==> src/xcfr_pkg.sv <==
`timescale 1ns / 1ps
// Package for the xor-checked frame receiver: payload structs, status codes,
// register indexes and parser phases. No dependencies.
package xcfr_pkg;

   localparam int SIGN_BYTES = 4;
   localparam int SIGN_IDX_W = (SIGN_BYTES > 1) ? $clog2(SIGN_BYTES) : 1;
   localparam logic [SIGN_IDX_W-1:0] SIGN_LAST = SIGN_IDX_W'(SIGN_BYTES - 1);

   localparam int CSR_INDEX_W = 8;
   localparam int CSR_DATA_W  = 8;

   // register indexes
   localparam logic [CSR_INDEX_W-1:0] CSR_START_BYTE    = 8'd0;
   localparam logic [CSR_INDEX_W-1:0] CSR_END_BYTE      = 8'd1;
   localparam logic [CSR_INDEX_W-1:0] CSR_MAX_LENGTH    = 8'd2;
   localparam logic [CSR_INDEX_W-1:0] CSR_TIMEOUT_TICKS = 8'd3;

   // register reset values
   localparam logic [7:0] START_BYTE_RST    = 8'd92;
   localparam logic [7:0] END_BYTE_RST      = 8'd202;
   localparam logic [7:0] MAX_LENGTH_RST    = 8'd236;
   localparam logic [7:0] TIMEOUT_TICKS_RST = 8'd5;

   // input item kinds
   localparam logic CMD_BYTE = 1'b0;
   localparam logic CMD_TICK = 1'b1;

   // result kinds
   localparam logic KIND_PAYLOAD = 1'b0;
   localparam logic KIND_STATUS  = 1'b1;

   // frame status codes
   localparam logic [2:0] ST_ACCEPTED   = 3'd0;
   localparam logic [2:0] ST_QUEUE_FULL = 3'd1;
   localparam logic [2:0] ST_CHECK_BAD  = 3'd2;
   localparam logic [2:0] ST_END_BAD    = 3'd3;
   localparam logic [2:0] ST_TOO_LONG   = 3'd4;
   localparam logic [2:0] ST_TIMEOUT    = 3'd5;

   typedef enum logic [6:0] {
      PH_HUNT = 7'b0000001,
      PH_TYPE = 7'b0000010,
      PH_SIGN = 7'b0000100,
      PH_LEN  = 7'b0001000,
      PH_DATA = 7'b0010000,
      PH_XOR  = 7'b0100000,
      PH_END  = 7'b1000000
   } phase_type;

   typedef struct packed {
      logic       cmd;
      logic [7:0] rx_byte;
      logic       queue_full;
   } req_payload_type;

   typedef struct packed {
      logic        kind;
      logic [7:0]  payload_byte;
      logic [7:0]  payload_index;
      logic [2:0]  status;
      logic [7:0]  frame_type;
      logic [31:0] frame_sign;
      logic [7:0]  frame_length;
   } rsp_payload_type;

endpackage

==> src/xor_checked_frame_receiver_unit.sv <==
`timescale 1ns / 1ps
// Xor-checked frame receiver: phase machine, running XOR, output register and skid.
// Depends on xcfr_pkg.

// Takes one byte or timer tick per cycle while req_stall is low and gives at most
// one result per item: each payload byte as it arrives, and one status per frame
// (accepted, queue full, checksum bad, end bad, too long, timeout). The whole parse
// step is a single pass of logic between the request and the result register, so a
// new item is accepted every cycle while the skid is empty; a one-entry skid stage
// behind the result register keeps input flowing while the result side stalls
// until it fills, after which req_stall rises until the skid drains. Configuration
// writes take effect on the next cycle and belong to idle time.
module xor_checked_frame_receiver_unit (
   input  logic                               clock,
   input  logic                               reset,
   input  logic                               req_valid,
   output logic                               req_stall,
   input  xcfr_pkg::req_payload_type          req_data,
   output logic                               rsp_valid,
   input  logic                               rsp_stall,
   output xcfr_pkg::rsp_payload_type          rsp_data,
   input  logic                               csr_wr_en,
   input  logic [xcfr_pkg::CSR_INDEX_W-1:0]   csr_index,
   input  logic [xcfr_pkg::CSR_DATA_W-1:0]    csr_wr_data
);
   import xcfr_pkg::*;

   // configuration
   logic [7:0] start_byte_ff, end_byte_ff, max_length_ff, timeout_ticks_ff;

   // parser state
   phase_type               phase_ff, phase_in;
   logic [SIGN_IDX_W-1:0]   sign_count_ff, sign_count_in;
   logic [7:0]              payload_count_ff, payload_count_in;
   logic [7:0]              held_length_ff, held_length_in;
   logic [7:0]              held_type_ff, held_type_in;
   logic [31:0]             held_sign_ff, held_sign_in;
   logic [7:0]              running_xor_ff, running_xor_in;
   logic [7:0]              received_check_ff, received_check_in;
   logic [7:0]              idle_ticks_ff, idle_ticks_in;

   // result path
   logic            rsp_valid_ff, rsp_valid_in;
   rsp_payload_type rsp_data_ff, rsp_data_in;
   logic            skid_valid_ff, skid_valid_in;
   rsp_payload_type skid_data_ff, skid_data_in;

   logic            accept;
   logic            new_valid;
   rsp_payload_type new_data;
   logic            out_free;
   logic [7:0]      idle_inc;
   logic [7:0]      count_inc;

   assign req_stall = skid_valid_ff;
   assign accept    = req_valid && !skid_valid_ff;
   assign rsp_valid = rsp_valid_ff;
   assign rsp_data  = rsp_data_ff;
   assign out_free  = !rsp_valid_ff || !rsp_stall;

   assign idle_inc  = (idle_ticks_ff == 8'hFF) ? idle_ticks_ff : idle_ticks_ff + 8'd1;
   assign count_inc = payload_count_ff + 8'd1;

   // parse step
   always_comb begin
      phase_in          = phase_ff;
      sign_count_in     = sign_count_ff;
      payload_count_in  = payload_count_ff;
      held_length_in    = held_length_ff;
      held_type_in      = held_type_ff;
      held_sign_in      = held_sign_ff;
      running_xor_in    = running_xor_ff;
      received_check_in = received_check_ff;
      idle_ticks_in     = idle_ticks_ff;
      new_valid         = 1'b0;
      new_data          = '0;
      new_data.kind         = KIND_STATUS;
      new_data.frame_type   = held_type_ff;
      new_data.frame_sign   = held_sign_ff;
      new_data.frame_length = held_length_ff;

      if (req_data.cmd == CMD_TICK) begin
         if (phase_ff != PH_HUNT) begin
            idle_ticks_in = idle_inc;
            if (idle_inc > timeout_ticks_ff) begin
               new_valid       = 1'b1;
               new_data.status = ST_TIMEOUT;
               phase_in        = PH_HUNT;
            end
         end
      end else begin
         idle_ticks_in = 8'd0;
         unique case (phase_ff)
            PH_HUNT: begin
               if (req_data.rx_byte == start_byte_ff) begin
                  phase_in          = PH_TYPE;
                  held_type_in      = 8'd0;
                  held_sign_in      = 32'd0;
                  held_length_in    = 8'd0;
                  received_check_in = 8'd0;
                  running_xor_in    = 8'd0;
                  sign_count_in     = '0;
                  payload_count_in  = 8'd0;
               end
            end
            PH_TYPE: begin
               held_type_in   = req_data.rx_byte;
               running_xor_in = running_xor_ff ^ req_data.rx_byte;
               sign_count_in  = '0;
               phase_in       = PH_SIGN;
            end
            PH_SIGN: begin
               held_sign_in[8*sign_count_ff +: 8] = req_data.rx_byte;
               running_xor_in = running_xor_ff ^ req_data.rx_byte;
               sign_count_in  = sign_count_ff + SIGN_IDX_W'(1);
               if (sign_count_ff == SIGN_LAST) begin
                  phase_in = PH_LEN;
               end
            end
            PH_LEN: begin
               held_length_in   = req_data.rx_byte;
               running_xor_in   = running_xor_ff ^ req_data.rx_byte;
               payload_count_in = 8'd0;
               if (req_data.rx_byte > max_length_ff) begin
                  new_valid             = 1'b1;
                  new_data.status       = ST_TOO_LONG;
                  new_data.frame_length = req_data.rx_byte;
                  phase_in              = PH_HUNT;
               end else if (req_data.rx_byte != 8'd0) begin
                  phase_in = PH_DATA;
               end else begin
                  phase_in = PH_XOR;
               end
            end
            PH_DATA: begin
               new_valid      = 1'b1;
               new_data       = '0;
               new_data.kind          = KIND_PAYLOAD;
               new_data.payload_byte  = req_data.rx_byte;
               new_data.payload_index = payload_count_ff;
               running_xor_in   = running_xor_ff ^ req_data.rx_byte;
               payload_count_in = count_inc;
               if (count_inc == held_length_ff) begin
                  phase_in = PH_XOR;
               end
            end
            PH_XOR: begin
               received_check_in = req_data.rx_byte;
               phase_in          = PH_END;
            end
            PH_END: begin
               new_valid = 1'b1;
               phase_in  = PH_HUNT;
               priority if (req_data.rx_byte != end_byte_ff) begin
                  new_data.status = ST_END_BAD;
               end else if (received_check_ff != running_xor_ff) begin
                  new_data.status = ST_CHECK_BAD;
               end else if (req_data.queue_full) begin
                  new_data.status = ST_QUEUE_FULL;
               end else begin
                  new_data.status = ST_ACCEPTED;
               end
            end
            default: begin
               phase_in = PH_HUNT;
            end
         endcase
      end
   end

   // output register with one-entry skid
   always_comb begin
      rsp_valid_in  = rsp_valid_ff;
      rsp_data_in   = rsp_data_ff;
      skid_valid_in = skid_valid_ff;
      skid_data_in  = skid_data_ff;
      if (skid_valid_ff) begin
         if (out_free) begin
            rsp_valid_in  = 1'b1;
            rsp_data_in   = skid_data_ff;
            skid_valid_in = 1'b0;
         end
      end else if (out_free) begin
         rsp_valid_in = accept && new_valid;
         rsp_data_in  = new_data;
      end else if (accept && new_valid) begin
         skid_valid_in = 1'b1;
         skid_data_in  = new_data;
      end
   end

   always_ff @(posedge clock) begin
      if (reset) begin
         start_byte_ff     <= START_BYTE_RST;
         end_byte_ff       <= END_BYTE_RST;
         max_length_ff     <= MAX_LENGTH_RST;
         timeout_ticks_ff  <= TIMEOUT_TICKS_RST;
         phase_ff          <= PH_HUNT;
         sign_count_ff     <= '0;
         payload_count_ff  <= 8'd0;
         held_length_ff    <= 8'd0;
         held_type_ff      <= 8'd0;
         held_sign_ff      <= 32'd0;
         running_xor_ff    <= 8'd0;
         received_check_ff <= 8'd0;
         idle_ticks_ff     <= 8'd0;
         rsp_valid_ff      <= 1'b0;
         skid_valid_ff     <= 1'b0;
      end else begin
         if (csr_wr_en) begin
            unique case (csr_index)
               CSR_START_BYTE:    start_byte_ff    <= csr_wr_data;
               CSR_END_BYTE:      end_byte_ff      <= csr_wr_data;
               CSR_MAX_LENGTH:    max_length_ff    <= csr_wr_data;
               CSR_TIMEOUT_TICKS: timeout_ticks_ff <= csr_wr_data;
               default: ;
            endcase
         end
         if (accept) begin
            phase_ff          <= phase_in;
            sign_count_ff     <= sign_count_in;
            payload_count_ff  <= payload_count_in;
            held_length_ff    <= held_length_in;
            held_type_ff      <= held_type_in;
            held_sign_ff      <= held_sign_in;
            running_xor_ff    <= running_xor_in;
            received_check_ff <= received_check_in;
            idle_ticks_ff     <= idle_ticks_in;
         end
         rsp_valid_ff  <= rsp_valid_in;
         skid_valid_ff <= skid_valid_in;
      end
   end

   // result data, no reset needed
   always_ff @(posedge clock) begin
      rsp_data_ff  <= rsp_data_in;
      skid_data_ff <= skid_data_in;
   end

endmodule
==> config.mk <==
export PLATFORM = sky130hd
export DESIGN_NAME = xor_checked_frame_receiver_unit
export DESIGN_NICKNAME = d
export VERILOG_FILES = /design/src/xcfr_pkg.sv /design/src/xor_checked_frame_receiver_unit.sv
export SDC_FILE = /design/constraint.sdc
export NUM_CORES = 1
export LEC_CHECK = 0
export BUFFER_PORTS_ARGS = -buffer_cell sky130_fd_sc_hd__buf_2
export CORE_MARGIN = 2
export CORE_UTILIZATION = 46
export DETAILED_ROUTE_END_ITERATION = 8
export HOLD_SLACK_MARGIN = 0.02
export PLACE_DENSITY = 0.68
export SYNTH_ARGS = -nofsm -noshare
export SYNTH_HDL_FRONTEND = slang
export SYNTH_SLANG_ARGS = --single-unit
export TNS_END_PERCENT = 100
==> constraint.sdc <==
create_clock -name clock -period 9.6 [get_ports clock]
set_input_delay 1.92 -clock clock [delete_from_list [all_inputs] [get_ports clock]]
set_output_delay 1.92 -clock clock [all_outputs]
set_load 0.01 [all_outputs]
==> results_dict.tcl <==
set metrics [dict create \
    die_h_um 163 \
    setup-tns-final_ns 0 \
    cts_buffers 26 \
    drt_wl_total_mm 24.6 \
    core_mm2 0.0250 \
    fin_crit_ns 4.57 \
    rsz0062_at_grt "false" \
    syn-num-nets 1122 \
    ys_seq_area_share_pct 56.2 \
    die_area_mm2 0.0266 \
    synth-async-reset-ratio_pct 0 \
    critical_path.cell_chain "buf_2 > inv_1 > ha_1 > nor2b_1 > o211ai_1 > a21oi_1 > o21ai_1 > o31ai_1 > nor2_1 > nor3_2 > buf_4" \
    port_buffers 100 \
    clock_latency_ns 0.53 \
    worst-path-buf-inv 3 \
    leakagePower_nw 5.44 \
    clockBufferDepth 3 \
    synth_edf_count 136 \
    fin_crit_sh_pct 47.6 \
    ioPinCount 101 \
    max_freq_mhz 219 \
    grt_pass1_vias 7460 \
    fillCellCount 2208 \
    cts_root_buf "clkbuf_16" \
    synth_common_cells "nand2_1, edfxtp_1, dfxtp_1" \
    clock_skew_ns 0.0184 \
    synth_cells 1069 \
    drt-vias-per-instance 5.30 \
    critPathKind "in2reg" \
    grt_pass1_wl_mm 40.1 \
    required_ns 9.74 \
    timing.max_cap.violations 0 \
    yosysWarnings 0 \
    drc 0 \
    drt-pass1-iter-count 5 \
    grt_util_all_layers_pct 18.7 \
    synth_cell_types 66 \
    clock_sinks 259 \
    synth_most_common_cell "nand2_1" \
    antenna_found_initial 0 \
    start_util_pct 46.5 \
    relSlewSlack_pct 23.7 \
    vias 7899 \
    ir_worst_vdd_v 0.000104 \
    status "finished clean" \
    dp_hpwl_mm 15.9 \
    arrival_ns 4.71 \
    ys_ff_latch 259 \
    drtAntennaViolNets 0 \
    clk_pin_slew_ns 0.06 \
    n_antenna_cell 0 \
    cp-start-kind "primary input" \
    fin_nets 1192 \
    slew_violations 0 \
    hold-worst-slack_ns 0.448 \
    drtIter0Drc 687 \
    syn_avg_cell_area_um2 10.9 \
    max_slew.worst_pin.slew_ns 1.14 \
    critical_path.slowest_cell "buf_4" \
    grt_max_degree 94 \
    wire_per_inst_um 16.5 \
    die_x_um 163 \
    synth_top_cell_area_share_pct 35.1 \
    cts_resized 0 \
    hold_viol_final 0 \
    hold_path_class "reg2reg" \
    htreeDepth 1 \
    p_per_area_mw_per_mm2 169 \
    hold_buffers 0 \
    yosysTopAreaCell "edfxtp_1" \
    end_kind "register" \
    cpLargestDelayFamily "buffers and inverters" \
    area_growth_pct 13.3 \
    overflow 0 \
    post-cts-setup-buffer-count 0 \
    max_stage_delay_ns 0.70 \
    ys.flop_type "edfxtp_1" \
    place_congestion 0.812 \
    tritoncts "built" \
    synth_area_mm2 0.0116 \
    cp_max_fo 68 \
    setup_viol 0 \
    drive_above_1_share_pct 19.6 \
    synth_area_leaders "edfxtp_1, dfxtp_1, mux2_2" \
    fp-row-count 58 \
]
[routing by layer]
layer / track usage, % / vias to the layer above / wire (µm)
met4: 4.83 / 0 / 387
li1: - / 3923 / -
met1: 27.7 / 3760 / 11800
met2: 28.8 / 186 / 11100
met5: 0 / - / 0
met3: 2.67 / 30 / 1250
[layout make-up]
type | instances | area, µm² | area share [%]
sequential | 259 | 6550 | 49.6
multi-input combinational | 723 | 4720 | 35.8
clock buffer | 35 | 767 | 5.81
timing repair buffer | 105 | 538 | 4.08
tap | 330 | 413 | 3.13
clock inverter | 13 | 123 | 0.929
inverter | 24 | 90.1 | 0.682
[through the flow]
stage               utilization (%)  std cells  cell area, µm²  power [mW]  setup slack, ns
floorplan                         -       1069           11600        1.20            0.653
global placement               49.2       1441           12300        1.22             4.66
detailed placement             49.2       1441           12300        1.22             4.56
CTS                            52.7       1489           13200        2.26             5.10
global route                   52.7       1489           13200        2.31             4.74
finish                         52.7       1489           13200        2.23             5.03
[path summary, 6_finish.rpt]
kind / cells past startpoint / start / to / slack (ns)
worst max-delay path: 11 / req_data[1] / skid_data_ff[23]$_DFFE_PP_ / 5.03
worst max register to register: 7 / phase_ff[0]$_SDFFE_PP1P_ / received_check_ff[1]$_SDFFE_PP0P_ / 5.23
worst min register to register: 2 / held_sign_ff[7]$_SDFFE_PP0P_ / held_sign_ff[7]$_SDFFE_PP0P_ / 0.45
worst min-delay path: 2 / held_sign_ff[7]$_SDFFE_PP0P_ / held_sign_ff[7]$_SDFFE_PP0P_ / 0.45
[kinds of logic (layout without fill, tap and decap cells)]
kind of cell               Yosys count  in the layout  share of synthesized area [%]
and+or+nand+nor                    414            414                           18.4
DFF                                259            259                           56.2
AOI/OAI and AO/OA                  151            151                           8.01
muxes                               87             87                           8.06
buffers and inverters               87            177                           3.32
xor gates and xnor gates            49             49                           3.68
adders and majority gates           22             22                           2.36
[flip-flops by register name, summed over array words and instances (netlist names), 7 cells and up]
signal             flops
skid_data_ff          68
idle_ticks_ff          8
start_byte_ff          8
held_length_ff         8
max_length_ff          8
held_type_ff           8
phase_ff               7
end_byte_ff            8
received_check_ff      8
payload_count_ff       8
rsp_data              68
running_xor_ff         8
held_sign_ff          32
timeout_ticks_ff       8
[report_power, final]
group | switching, mW | internal [mW] | total (mW)
Combinational | 0.0347 | 0.0121 | 0.0468
Clock | 0.419 | 0.614 | 1.03
Sequential | 0.000520 | 1.15 | 1.15
[worst register-to-register path: cells and delay by family, from the launching register on]
kind                   cells  cell delay, ns
and+or+nand+nor            4            2.14
buffers and inverters      1            0.75
AOI/OAI and AO/OA          2            0.94
DFF                        1            0.43
[cells in the final DEF, fill, tap and decap left out, types with 4 or more instances in the layout]
cell type  count
mux2i_1       33
nand3b_1       7
a21oi_1       85
and2_1        57
xnor2_1       28
nor2b_1        4
mux2_2        54
dfxtp_1      123
nor3b_1        4
buf_4          5
a31oi_1        5
edfxtp_1     136
buf_2        100
inv_1         22
a22o_1        15
ha_1          22
clkbuf_16     28
or3_1         12
and3_1         6
nand2_1      140
o21ai_0       16
or4_1          4
or2_1          4
clkbuf_8       4
nor4_2         6
nor2_1        59
nand4_1       11
xor2_1        21
nand3_1       71
nor3_1         7
(Power assumes the default switching activity.)
